### src/rtl/tgest_pkg.sv
package tgest_pkg;

    // register map, byte address = 4 * index
    localparam int unsigned CFG_ADDR_W = 4;
    localparam logic [1:0]  REG_TAP_TERM     = 2'd0;
    localparam logic [1:0]  REG_CLICK_TERM   = 2'd1;
    localparam logic [1:0]  REG_MOVE_LIMIT   = 2'd2;
    localparam logic [1:0]  REG_RELEASE_TERM = 2'd3;

    localparam logic [15:0] TAP_TERM_RST     = 16'd200;
    localparam logic [15:0] CLICK_TERM_RST   = 16'd20;
    localparam logic [12:0] MOVE_LIMIT_RST   = 13'd48;
    localparam logic [15:0] RELEASE_TERM_RST = 16'd30;

    localparam int unsigned MOVE_W   = 13;
    localparam int unsigned OUT_W    = 8;
    localparam logic [3:0]  CLICKS_MAX = 4'd15;

    typedef struct packed {
        logic [15:0] tap_term;
        logic [15:0] click_term;
        logic [12:0] move_limit;
        logic [15:0] release_term;
    } t_cfg;

    typedef struct packed {
        logic        finger_down;
        logic        finger_was_down;
        logic        touch_moved;
        logic        drag_held;
        logic        click_active;
        logic        click_gap_active;
        logic        drag_candidate;
        logic [1:0]  taps_counted;
        logic [3:0]  clicks_waiting;
        logic [15:0] touch_start_time;
        logic [15:0] last_tap_time;
        logic [15:0] click_phase_time;
        logic [15:0] last_data_time;
    } t_state;

endpackage

### src/rtl/touchpad_tap_gesture_engine_unit.sv
// channel   | dir | handshake                  | payload
// ----------+-----+----------------------------+------------------------------------------
// s_axis    | in  | s_axis_tvalid/tready       | one touchpad sample per transfer
// m_axis    | out | m_axis_tvalid/tready       | one result per sample
// apb       | in  | psel, penable, pwrite      | tap/click/move/release terms at 0x0..0xc
//
// every sample passes through the input register, then through the gesture logic into
// the result register; a new sample is taken every cycle unless m_axis back-pressure fills both.
// a result held by a stalled m_axis keeps the next sample parked in the input register,
// so s_axis_tready drops only when both registers are full and m_axis_tready is low.
// synchronous reset clears all gesture state and loads the default terms.
module touchpad_tap_gesture_engine_unit
    import tgest_pkg::*;
#(
    parameter int unsigned POS_BITS = 12,
    parameter int unsigned MAX_TAPS = 3
) (
    input  logic                  i_clk,
    input  logic                  i_rst_n,
    input  logic                  s_axis_tvalid,
    output logic                  s_axis_tready,
    // now_ms[15:0], touch_down, pos_x, pos_y, scroll_key, zero fill
    input  logic [((18+2*POS_BITS+7)/8)*8-1:0] s_axis_tdata,
    // sample_valid
    input  logic                  s_axis_tuser,
    output logic                  m_axis_tvalid,
    input  logic                  m_axis_tready,
    // btn1, freeze_pointer, auto_mouse_hold, zero fill
    output logic [OUT_W-1:0]      m_axis_tdata,
    input  logic                  psel,
    input  logic                  penable,
    input  logic                  pwrite,
    input  logic [CFG_ADDR_W-1:0] paddr,
    input  logic [31:0]           pwdata,
    output logic [31:0]           prdata,
    output logic                  pready
);

    localparam int unsigned X_LO = 17;
    localparam int unsigned Y_LO = X_LO + POS_BITS;
    localparam int unsigned SC_B = Y_LO + POS_BITS;

    t_cfg                w_cfg;
    t_state              r_st, n_st;
    logic [POS_BITS-1:0] r_cur_x, r_cur_y, r_start_x, r_start_y;
    logic [POS_BITS-1:0] n_cur_x, n_cur_y, n_start_x, n_start_y;

    logic                r_in_valid;
    logic [15:0]         r_now;
    logic                r_valid, r_touch, r_scroll;
    logic [POS_BITS-1:0] r_pos_x, r_pos_y;

    logic                r_out_valid;
    logic [2:0]          r_out;
    logic                w_btn1, w_freeze, w_hold;
    logic                w_adv, w_fire, w_take;

    tgest_cfg u_cfg (
        .i_clk   (i_clk),
        .i_rst_n (i_rst_n),
        .psel    (psel),
        .penable (penable),
        .pwrite  (pwrite),
        .paddr   (paddr),
        .pwdata  (pwdata),
        .prdata  (prdata),
        .pready  (pready),
        .o_cfg   (w_cfg)
    );

    tgest_step #(
        .POS_BITS (POS_BITS),
        .MAX_TAPS (MAX_TAPS)
    ) u_step (
        .i_now     (r_now),
        .i_valid   (r_valid),
        .i_touch   (r_touch),
        .i_scroll  (r_scroll),
        .i_pos_x   (r_pos_x),
        .i_pos_y   (r_pos_y),
        .i_cfg     (w_cfg),
        .i_st      (r_st),
        .i_cur_x   (r_cur_x),
        .i_cur_y   (r_cur_y),
        .i_start_x (r_start_x),
        .i_start_y (r_start_y),
        .o_st      (n_st),
        .o_cur_x   (n_cur_x),
        .o_cur_y   (n_cur_y),
        .o_start_x (n_start_x),
        .o_start_y (n_start_y),
        .o_btn1    (w_btn1),
        .o_freeze  (w_freeze),
        .o_hold    (w_hold)
    );

    assign w_adv         = !r_out_valid || m_axis_tready;
    assign w_fire        = r_in_valid && w_adv;
    assign s_axis_tready = !r_in_valid || w_adv;
    assign w_take        = s_axis_tvalid && s_axis_tready;

    assign m_axis_tvalid = r_out_valid;
    assign m_axis_tdata  = {{(OUT_W-3){1'b0}}, r_out};

    always_ff @(posedge i_clk) begin
        if (!i_rst_n) begin
            r_in_valid  <= 1'b0;
            r_out_valid <= 1'b0;
            r_st        <= '0;
            r_cur_x     <= '0;
            r_cur_y     <= '0;
            r_start_x   <= '0;
            r_start_y   <= '0;
        end else begin
            if (w_take) r_in_valid <= 1'b1;
            else if (w_fire) r_in_valid <= 1'b0;

            if (w_fire) r_out_valid <= 1'b1;
            else if (m_axis_tready) r_out_valid <= 1'b0;

            if (w_fire) begin
                r_st      <= n_st;
                r_cur_x   <= n_cur_x;
                r_cur_y   <= n_cur_y;
                r_start_x <= n_start_x;
                r_start_y <= n_start_y;
            end
        end
    end

    // sample and result payload
    always_ff @(posedge i_clk) begin
        if (w_take) begin
            r_now    <= s_axis_tdata[15:0];
            r_touch  <= s_axis_tdata[16];
            r_pos_x  <= s_axis_tdata[X_LO +: POS_BITS];
            r_pos_y  <= s_axis_tdata[Y_LO +: POS_BITS];
            r_scroll <= s_axis_tdata[SC_B];
            r_valid  <= s_axis_tuser;
        end
        if (w_fire) r_out <= {w_hold, w_freeze, w_btn1};
    end

endmodule

### src/rtl/tgest_cfg.sv
module tgest_cfg
    import tgest_pkg::*;
(
    input  logic                  i_clk,
    input  logic                  i_rst_n,
    input  logic                  psel,
    input  logic                  penable,
    input  logic                  pwrite,
    input  logic [CFG_ADDR_W-1:0] paddr,
    input  logic [31:0]           pwdata,
    output logic [31:0]           prdata,
    output logic                  pready,
    output t_cfg                  o_cfg
);

    t_cfg       r_cfg;
    logic [1:0] w_idx;
    logic       w_wr;

    assign pready = 1'b1;
    assign w_idx  = paddr[3:2];
    assign w_wr   = psel & penable & pwrite;
    assign o_cfg  = r_cfg;

    always_ff @(posedge i_clk) begin
        if (!i_rst_n) begin
            r_cfg.tap_term     <= TAP_TERM_RST;
            r_cfg.click_term   <= CLICK_TERM_RST;
            r_cfg.move_limit   <= MOVE_LIMIT_RST;
            r_cfg.release_term <= RELEASE_TERM_RST;
        end else if (w_wr) begin
            case (w_idx)
                REG_TAP_TERM:     r_cfg.tap_term     <= pwdata[15:0];
                REG_CLICK_TERM:   r_cfg.click_term   <= pwdata[15:0];
                REG_MOVE_LIMIT:   r_cfg.move_limit   <= pwdata[12:0];
                REG_RELEASE_TERM: r_cfg.release_term <= pwdata[15:0];
                default: ;
            endcase
        end
    end

    always_comb begin
        case (w_idx)
            REG_TAP_TERM:     prdata = {16'd0, r_cfg.tap_term};
            REG_CLICK_TERM:   prdata = {16'd0, r_cfg.click_term};
            REG_MOVE_LIMIT:   prdata = {19'd0, r_cfg.move_limit};
            REG_RELEASE_TERM: prdata = {16'd0, r_cfg.release_term};
            default:          prdata = 32'd0;
        endcase
    end

endmodule

### src/rtl/tgest_step.sv
module tgest_step
    import tgest_pkg::*;
#(
    parameter int unsigned POS_BITS = 12,
    parameter int unsigned MAX_TAPS = 3
) (
    input  logic [15:0]         i_now,
    input  logic                i_valid,
    input  logic                i_touch,
    input  logic                i_scroll,
    input  logic [POS_BITS-1:0] i_pos_x,
    input  logic [POS_BITS-1:0] i_pos_y,
    input  t_cfg                i_cfg,
    input  t_state              i_st,
    input  logic [POS_BITS-1:0] i_cur_x,
    input  logic [POS_BITS-1:0] i_cur_y,
    input  logic [POS_BITS-1:0] i_start_x,
    input  logic [POS_BITS-1:0] i_start_y,
    output t_state              o_st,
    output logic [POS_BITS-1:0] o_cur_x,
    output logic [POS_BITS-1:0] o_cur_y,
    output logic [POS_BITS-1:0] o_start_x,
    output logic [POS_BITS-1:0] o_start_y,
    output logic                o_btn1,
    output logic                o_freeze,
    output logic                o_hold
);

    localparam logic [1:0] TAPS_LIMIT = 2'(MAX_TAPS);
    localparam int unsigned SUM_W = (POS_BITS + 1 > MOVE_W) ? POS_BITS + 1 : MOVE_W;

    function automatic logic [15:0] f_since(input logic [15:0] now_v, input logic [15:0] stamp);
        return now_v - stamp;
    endfunction

    function automatic t_state f_clear_taps(input t_state s);
        s.taps_counted   = 2'd0;
        s.drag_candidate = 1'b0;
        return s;
    endfunction

    function automatic t_state f_cancel(input t_state s);
        s = f_clear_taps(s);
        s.drag_held        = 1'b0;
        s.click_active     = 1'b0;
        s.click_gap_active = 1'b0;
        s.clicks_waiting   = 4'd0;
        if (s.finger_down) s.touch_moved = 1'b1;
        return s;
    endfunction

    function automatic logic f_idle(input t_state s);
        return !s.click_active && !s.click_gap_active && (s.clicks_waiting == 4'd0);
    endfunction

    function automatic logic f_win_active(input t_state s, input logic [15:0] now_v,
                                          input logic [15:0] term);
        return (s.taps_counted != 2'd0) && (f_since(now_v, s.last_tap_time) <= term);
    endfunction

    function automatic t_state f_start_clicks(input t_state s, input logic [1:0] cnt,
                                              input logic [15:0] now_v);
        logic [4:0] sum;
        sum = {1'b0, s.clicks_waiting} + {3'd0, cnt};
        if (cnt != 2'd0) begin
            if (!f_idle(s)) begin
                s.clicks_waiting = (sum > 5'(CLICKS_MAX)) ? CLICKS_MAX : sum[3:0];
            end else begin
                s.click_active     = 1'b1;
                s.clicks_waiting   = {2'd0, cnt} - 4'd1;
                s.click_phase_time = now_v;
            end
        end
        return s;
    endfunction

    function automatic t_state f_flush(input t_state s, input logic [15:0] now_v);
        logic [1:0] cnt;
        cnt = s.taps_counted;
        s = f_clear_taps(s);
        s = f_start_clicks(s, cnt, now_v);
        return s;
    endfunction

    function automatic t_state f_register_tap(input t_state s, input logic [15:0] now_v,
                                              input logic [15:0] term);
        if (f_win_active(s, now_v, term)) s.taps_counted = s.taps_counted + 2'd1;
        else s.taps_counted = 2'd1;
        s.last_tap_time = now_v;
        if (s.taps_counted >= TAPS_LIMIT) s = f_flush(s, now_v);
        return s;
    endfunction

    t_state              v_s;
    logic [POS_BITS-1:0] v_cx, v_cy, v_sx, v_sy, v_dx, v_dy;
    logic [SUM_W-1:0]    v_msum;
    logic                v_started, v_ended, v_cand, v_btn, v_frozen;

    always_comb begin
        v_s    = i_st;
        v_cx   = i_cur_x;
        v_cy   = i_cur_y;
        v_sx   = i_start_x;
        v_sy   = i_start_y;
        v_cand = 1'b0;

        if (i_scroll) v_s = f_cancel(v_s);

        // fill in a release when the sensor has gone quiet
        if (!i_valid) begin
            if (v_s.finger_down &&
                f_since(i_now, v_s.last_data_time) >= i_cfg.release_term) begin
                v_s.finger_down = 1'b0;
            end
        end else begin
            v_s.last_data_time = i_now;
            v_s.finger_down    = i_touch;
            if (i_touch) begin
                v_cx = i_pos_x;
                v_cy = i_pos_y;
            end
        end

        v_started = v_s.finger_down && !v_s.finger_was_down;
        v_ended   = v_s.finger_was_down && !v_s.finger_down;

        if ((v_s.taps_counted != 2'd0) &&
            (f_since(i_now, v_s.last_tap_time) > i_cfg.tap_term) &&
            (!v_s.finger_down || v_started)) begin
            v_s = f_flush(v_s, i_now);
        end

        if (v_started) begin
            v_cand = f_win_active(v_s, i_now, i_cfg.tap_term);
            v_s.touch_start_time = i_now;
            v_sx = v_cx;
            v_sy = v_cy;
            v_s.touch_moved    = 1'b0;
            v_s.drag_held      = 1'b0;
            v_s.drag_candidate = v_cand;
            if (v_cand) begin
                v_s.click_active     = 1'b0;
                v_s.click_gap_active = 1'b0;
                v_s.clicks_waiting   = 4'd0;
            end else begin
                v_s = f_clear_taps(v_s);
            end
        end

        // manhattan distance from touch start
        v_dx   = (v_cx > v_sx) ? v_cx - v_sx : v_sx - v_cx;
        v_dy   = (v_cy > v_sy) ? v_cy - v_sy : v_sy - v_cy;
        v_msum = SUM_W'(v_dx) + SUM_W'(v_dy);
        if (v_s.finger_down && (v_msum > SUM_W'(i_cfg.move_limit))) v_s.touch_moved = 1'b1;

        if (v_s.drag_candidate && v_s.finger_down &&
            (v_s.touch_moved ||
             f_since(i_now, v_s.touch_start_time) >= i_cfg.tap_term)) begin
            v_s.drag_held = 1'b1;
            v_s = f_clear_taps(v_s);
        end

        if (v_ended) begin
            if (v_s.drag_candidate) begin
                v_s = f_register_tap(v_s, i_now, i_cfg.tap_term);
                v_s.drag_candidate = 1'b0;
            end else if (v_s.drag_held) begin
                v_s = f_clear_taps(v_s);
            end else if (!v_s.touch_moved &&
                         f_since(i_now, v_s.touch_start_time) <= i_cfg.tap_term) begin
                v_s = f_register_tap(v_s, i_now, i_cfg.tap_term);
            end else begin
                v_s = f_clear_taps(v_s);
            end
            v_s.drag_held = 1'b0;
        end

        v_frozen = v_s.finger_down && !v_s.drag_held && !v_s.touch_moved &&
                   (v_s.drag_candidate || f_win_active(v_s, i_now, i_cfg.tap_term) ||
                    f_since(i_now, v_s.touch_start_time) <= i_cfg.tap_term);

        v_btn = v_s.drag_held || v_s.click_active;

        // click train: press phase, then gap phase while clicks remain
        if (v_s.click_active &&
            f_since(i_now, v_s.click_phase_time) >= i_cfg.click_term) begin
            v_s.click_active     = 1'b0;
            v_s.click_phase_time = i_now;
            if (v_s.clicks_waiting != 4'd0) v_s.click_gap_active = 1'b1;
        end else if (v_s.click_gap_active &&
                     f_since(i_now, v_s.click_phase_time) >= i_cfg.click_term) begin
            v_s.click_gap_active = 1'b0;
            v_s.click_active     = 1'b1;
            if (v_s.clicks_waiting != 4'd0) v_s.clicks_waiting = v_s.clicks_waiting - 4'd1;
            v_s.click_phase_time = i_now;
        end

        v_s.finger_was_down = v_s.finger_down;

        if (i_scroll) begin
            v_btn = 1'b0;
            v_s   = f_cancel(v_s);
        end
    end

    assign o_st      = v_s;
    assign o_cur_x   = v_cx;
    assign o_cur_y   = v_cy;
    assign o_start_x = v_sx;
    assign o_start_y = v_sy;
    assign o_btn1    = v_btn;
    assign o_freeze  = v_frozen;
    assign o_hold    = v_s.finger_down || (v_s.taps_counted != 2'd0) || v_s.drag_candidate ||
                       v_s.drag_held || !f_idle(v_s);

endmodule

### config.mk
export PLATFORM = sky130hd
export DESIGN_NAME = touchpad_tap_gesture_engine_unit
export DESIGN_NICKNAME = d
export VERILOG_FILES = /design/src/rtl/tgest_pkg.sv /design/src/rtl/touchpad_tap_gesture_engine_unit.sv /design/src/rtl/tgest_cfg.sv /design/src/rtl/tgest_step.sv
export SDC_FILE = /design/constraint.sdc
export NUM_CORES = 1
export LEC_CHECK = 0
export ABC_AREA = 1
export BUFFER_PORTS_ARGS = -buffer_cell sky130_fd_sc_hd__buf_2
export CELL_PAD_IN_SITES_DETAIL_PLACEMENT = 1
export CELL_PAD_IN_SITES_GLOBAL_PLACEMENT = 1
export CORE_MARGIN = 4
export CORE_UTILIZATION = 30
export DETAILED_ROUTE_END_ITERATION = 10
export HOLD_SLACK_MARGIN = 0.03
export PLACE_DENSITY = 0.65
export SYNTH_ARGS = -nofsm -noshare
export SYNTH_HDL_FRONTEND = slang
export SYNTH_HIERARCHICAL = 1
export SYNTH_SLANG_ARGS = --single-unit
### constraint.sdc
create_clock -name i_clk -period 26.5 [get_ports i_clk]
set_clock_uncertainty 0.15 [all_clocks]
set_input_delay 2.65 -clock i_clk [delete_from_list [all_inputs] [get_ports i_clk]]
set_output_delay 2.65 -clock i_clk [all_outputs]
set_load 0.05 [all_outputs]
==> run metrics, run 1 <==
antenna-violating nets left 0; GR Util All Layers 0.165; Yosys reg bits roughly 230; Hold Path Class flip-flop to flip-flop; largest net degree at the start of global routing 158; CTS max path bufs 3; WHS 0.322 ns; Setup Fix Bufs, Post-CTS 0; clock sink total 234; TritonRoute pass-1 iters 5; Avg Cell Area, Syn 6.71 um2; RSZ-0062 raised after global routing false; reg-to-reg endpoint r_st[20]; Critical Path AT 20.05 ns; number of standard cells after synthesis approximately 3000; Worst-Margin Slew 1.10 ns; vias 18800; Worst Hold Path Cells 2; DIE AREA 73000 um2; post_cts resized 0; Die Y 270 um; CTS tree built; Worst slew margin 0.267; layout cell share with drive strength beyond 1 0.0891; register clock-pin slew on the reported worst setup and hold paths 0.06 ns; worst stage delay on the critical path 0.59 ns; Crit. End Element flip-flop; Post-DP HPWL around 46000 um; sequential share of the synthesized area 0.249; WL final 61900 um; max-cap viol count 0; Avg WL per Cell 15.5 um; I/O pins ~140; Critical Path Start Type flip-flop; Critical Path Slowest Stage Cell nor3_1; Port Buf Inserts 88; Final Hold Fails 0; nets around 3400; most common cell after layout, fill and taps aside nand2_1; effective utilization at floorplan 0.305; R2R Setup Slk 6.82 ns; number of CTS-inserted buffers 31; grt total ovfl 0; initial antenna violation count 1; CP most frequent cell nand2_1; Max VDD drop 0.0000462 V; worst reg2reg path depth roughly 110; setup TNS 0 ns; worst setup path category flip-flop to flip-flop; Slew Viols, Final 0; placer congestion estimate 0.845; H-tree levels 1; Root Driver clkbuf_16; Reg2Reg Launch Point r_now[2]; Leak 0.0111 uW; Post-Syn Area 20600 um2; CP Max Fanout 66; hold_sp r_cur_y[3]; Die X 270 um; vias per cell around 4.7; Setup Viol. Count Final 0; f_max 50.8 MHz; Layout area overhead 9.67%; hold_buf cts 0; Skew-Pair Late Insertion Delay between 0.5 and 0.6 ns; crit share post-route 0.743; first-pass GRT wire length 99700 um; Core Region 67600 um2; Hold Path Sink r_cur_y[3]; final worst path period need 19.68 ns; PD cells slightly above 70 nW/um2; vias in the first global route roughly 19000; num rows 95; DRT iter0 DRCs 767; Yosys cell types 57; DRC violations left 0; YS warnings 6; most frequent cells in the layout nand2_1 (563), inv_1 (520), nor2_1 (304), a21oi_1 (277), nand3_1 (239); status finished, final reports clean; Worst Path Required 26.87 ns
[how the worst max path moves through the flow]
| stage | to | cells past startpoint | from | slack (ns) |
|---|---|---|---|---|
| 2_1_floorplan | r_st[31] | 109 | r_now[1] | 11.25 |
| 3_3_place_gp | r_st[31] | 104 | r_now[2] | 7.12 |
| 3_5_place_dp | r_st[18] | 103 | r_now[2] | 6.79 |
| 4_1_cts | r_st[18] | 103 | r_now[2] | 6.69 |
| 5_1_grt | r_st[21] | 106 | r_now[2] | 4.74 |
| 6_report | r_st[20] | 108 | r_now[2] | 6.82 |
[sequential cells by signal (all words and copies together) (netlist names)]
register       flops
m_axis_tvalid      1
r_cur_x           12
r_cur_y           12
r_in_valid         1
r_now             16
r_out              3
r_pos_x           12
r_pos_y           12
r_scroll           1
r_st              77
r_start_x         12
r_start_y         12
r_touch            1
r_valid            1
u_cfg/o_cfg       61
[through the flow]
| step | area [um2] | worst slack [ns] | instances | power, uW | util |
|---|---|---|---|---|---|
| floorplan | 20700 | 11.25 | 3094 | 1010 | - |
| global placement | 21600 | 7.12 | 3926 | 1170 | 0.319 |
| detailed placement | 21600 | 6.79 | 3926 | 1190 | 0.319 |
| CTS | 22600 | 6.69 | 3982 | 1640 | 0.334 |
| global route | 22600 | 4.74 | 3982 | 1770 | 0.334 |
| finish | 22600 | 6.82 | 3983 | 1610 | 0.335 |
[layer usage]
| metal | global-route usage | part of all wire |
|---|---|---|
| met1 | 0.219 | 0.48 |
| met2 | 0.286 | 0.47 |
| met3 | 0.0212 | 0.028 |
| met4 | 0.0367 | 0.021 |
| met5 | 0 | 0.00016 |
[worst max-delay path: cells and delay by family, from the launching register on]
| kind | cells | cell delay (ns) |
|---|---|---|
| compound gates | 31 | 5.55 |
| xor+xnor | 4 | 0.61 |
| fa+ha+maj | 11 | 3.28 |
| buf+inv | 16 | 2.33 |
| flops | 1 | 0.36 |
| mux | 1 | 0.48 |
| simple gates | 45 | 6.65 |
[layout make-up]
class	count	area, um2
fillers	8634	45000
multi-input cells	2180	12800
flip-flops and latches	234	5150
inverters	530	1990
well taps	873	1090
clock buffers	37	838
repair buffers	109	604
clock inverters	19	199
diodes	1	2.50
[synthesized netlist by cell type (all sizes together)]
| cell type | count | share of area |
|---|---|---|
| nand2 | 585 | 0.11 |
| inv | 530 | 0.096 |
| nor2 | 315 | 0.060 |
| a21oi | 280 | 0.068 |
| nand3 | 248 | 0.063 |
| ha | 235 | 0.14 |
| o21ai | 192 | 0.047 |
| dfxtp | 188 | 0.18 |
| buf | 105 | 0.033 |
| xor2 | 79 | 0.034 |
| or2 | 51 | 0.016 |
| edfxtp | 46 | 0.067 |
| clkbuf | 45 | 0.0082 |
| o21bai | 30 | 0.011 |
| nand4 | 26 | 0.0082 |
| xnor2 | 22 | 0.0093 |
| mux2i | 13 | 0.0063 |
| fa | 12 | 0.012 |
| nor3 | 12 | 0.0029 |
| a211oi | 11 | 0.0040 |
| o221ai | 7 | 0.0030 |
| a21o | 6 | 0.0022 |
| a31oi | 6 | 0.0018 |
| nand3b | 4 | 0.0015 |
| nor4 | 4 | 0.0012 |
| conb | 3 | 0.00055 |
| o21a | 3 | 0.0011 |
| a21boi | 2 | 0.00091 |
| and2 | 2 | 0.00061 |
| o211ai | 2 | 0.0014 |
| o311ai | 2 | 0.00085 |
| o41ai | 2 | 0.00085 |
| a221oi | 1 | 0.00042 |
| a22oi | 1 | 0.00036 |
| a32o | 1 | 0.00049 |
| mux2 | 1 | 0.00055 |
| nor3b | 1 | 0.00036 |
| o22ai | 1 | 0.00030 |
| o31ai | 1 | 0.00036 |
[cell families (layout without fill, tap and decap cells)]
kind of cell	Yosys count	after routing	synth area share
compound gates	548	548	0.145
buf+inv	680	695	0.137
flops	234	234	0.249
fa+ha+maj	247	247	0.154
xor+xnor	101	101	0.0429
other cells	3	23	0.000546
mux	14	14	0.00685
simple gates	1248	1248	0.263
[where the power goes]
group	switching, uW	internal [uW]
registers	14.2	385
logic	477	298
clock network	173	262
total	664	944
Power figures use the tool's default switching activity.
==> run 2: changes to the inputs <==
ABC_AREA = 0   (was 1)
clock period = 17.3 ns   (was 26.5 ns; I/O delays follow)
==> run metrics, run 2 <==
initial antenna violation count 0; vias per cell about 5.0; CTS max path bufs 3; post-synthesis mux area share 0.152; H-tree levels 1; GR peak layer met2; Simple-Gate Fraction of Synth Area 0.161; max-cap viol count 0; DRT iter0 DRCs 718; PD cells 88.5 nW/um2; clock sink total ~230; Max VDD drop approximately 0.000057 V; Clock power frac 0.315; filler instances 7774; CP most frequent cell o21ai_1; vias in the first global route 18500; top_reg_cell synth dfxtp_1; CP delay by family, top compound AO/OA/AOI/OAI gates; Yosys cell types 100; final worst path period need 16.40 ns; Most flops, register r_st; Port Buf Inserts 88; Setup Viol. Count Final 0; largest net degree at the start of global routing 177; hold_sp r_cur_x[6]; Critical Path Start Type flip-flop; xor/xnor share of the synthesized area 0.0378; worst setup path category flip-flop to flip-flop; Avg Cell Area, Syn 8.42 um2; setup TNS 0 ns; Crit path buffers/inverters 11; Slew Viols, Final 0; most common cell after layout, fill and taps aside nand2_1; Die Y 266 um; Setup crit start r_now[0]; fin util 0.363; sequential share of the synthesized area 0.258; first-pass GRT wire length just over 100000 um; global-route track usage on met1 0.221; post-route design area 23800 um2; num rows 94; Internal 1370 uW; largest family of logic cells by synthesized area simple AND/OR/NAND/NOR gates; number of diodes 0; Avg WL per Cell between 15 and 20 um; CP Max Fanout 7; f_max 61.0 MHz; Crit. End Element flip-flop; vias 17300; Reg2Reg Launch Point r_now[0]; number of standard cells after synthesis 2363; most frequent cell after synthesis nand2_1; Net Sw Frac 0.350; YS warnings 6; area leader, netlist dfxtp_1; WHS 0.305 ns; Reg power frac 0.276; Worst slew margin 0.133; WL final 63900 um; grt total ovfl 0; effective utilization at floorplan 0.303; Overall Power between 2000 and 2500 uW; Yosys top cell area share 0.189; Worst-Margin Slew 1.30 ns; most frequent cells after synthesis nand2_1 (433), mux2i_1 (250), inv_1 (238); Layout area overhead 19.7%; grt met2 use 0.316; Hold Path Class flip-flop to flip-flop; EDFF count, synth 46; combinational share of power 0.409; Root Driver clkbuf_16; Yosys reg bits 234; Worst Path Required 17.46 ns; number of CTS-inserted buffers 30; antenna-violating nets left 0; max FFs per register 77; hold_buf cts 0; Critical Path Slowest Stage Cell edfxtp_1; placer congestion estimate just under 0.9; Die X 266 um; GR Util met3 0.0152; layout cell share with drive strength beyond 1 0.182; DRC violations left 0; Final Hold Fails 0; top post-synthesis cells by area dfxtp_1 (19%), ha_1 (15%), mux2i_1 (13%); register clock-pin slew on the reported worst setup and hold paths ~0.06 ns; GR Util All Layers 0.175; Core Region 65700 um2; TritonRoute pass-1 iters 7; area fraction in compound gates after synthesis 0.150; Post-DP HPWL 48700 um; nets 2933; asr flop ratio synth 0; most frequent cells in the layout nand2_1 (431), mux2i_1 (247), inv_1 (237), ha_1 (231), buf_4 (193); CTS tree built; Critical Path AT 16.56 ns; Adder-Cell Fraction of Synth Area 0.160; worst stage delay on the critical path 0.54 ns; DIE AREA approximately 71000 um2; Net Sw Power 738 uW; I/O pins 135; Skew-Pair Late Insertion Delay roughly 0.59 ns; status finished, final reports clean; Leak 0.0105 uW; Post-Syn Area 19900 um2; Placed Area ~22000 um2; crit share post-route 0.948
==> run 2: stage by stage <==
step	cells	worst slack (ns)
final	3482	0.902
after CTS	3470	0.00610
after global placement	3396	-0.499
after detailed placement	3396	-1.02
after global routing	3482	-0.163
after floorplan	2382	0.845
==> run 2: cell families (layout without fill, tap and decap cells) <==
| group | after synthesis | after routing |
|---|---|---|
| fa+ha+maj | 247 | 247 |
| flops | 234 | 234 |
| buf+inv | 353 | 588 |
| compound gates | 451 | 452 |
| simple gates | 706 | 706 |
| mux | 283 | 283 |
| other cells | 3 | 22 |
| xor+xnor | 86 | 86 |
==> run 2: worst paths after layout <==
kind | endpoint | slack, ns | cells past startpoint
worst max-delay path | r_out[2] | 0.90 | 92
worst min-delay path | r_cur_x[6] | 0.31 | 2
worst max register to register | r_out[2] | 0.90 | 92
worst min register to register | r_cur_x[6] | 0.31 | 2
==> run 2: power groups by stage <==
stage               clock network (uW)  logic [uW]  registers, uW
global placement                     0         744            593
CTS                                685         811            582
floorplan                            0         518            593
global route                       708         958            583
finish                             664         864            582
detailed placement                   0         787            594
==> run 2: worst register-to-register path, delay by kind of cell, from the launching register on <==
kind,cells,cell delay (ns)
adders and majority gates,11,3.05
buffers and inverters,11,1.46
AOI/OAI and AO/OA,44,7.14
and+or+nand+nor,21,2.87
DFF,1,0.54
muxes,3,0.55
xor gates and xnor gates,2,0.35
==> run 2: cell type report <==
class                   count  area [um2]  share of cell area
clock buffers              41         875              0.0367
clock inverters            15         165             0.00693
well taps                 864        1080              0.0454
multi-input cells        1796       13600               0.571
inverters                 240         903              0.0379
repair buffers            292        2070              0.0867
flip-flops and latches    234        5140               0.216
==> run 2: what timing repair did <==
| action | 4_1_cts | 5_1_grt |
|---|---|---|
| pin swaps | 11 | 41 |
| endpoints found under the setup margin | 23 | 23 |
| gates cloned | 1 | 0 |
| setup buffers | 17 | 12 |
| resized for setup | 31 | 85 |
==> run 2: routing by layer <==
layer  part of all wire  up-vias  wire, um
met4              0.035        0      2250
met2               0.49      206     31400
li1                   -     8558         -
met3              0.025       92      1570
met1               0.45     8433     28800
met5                  0        -         0
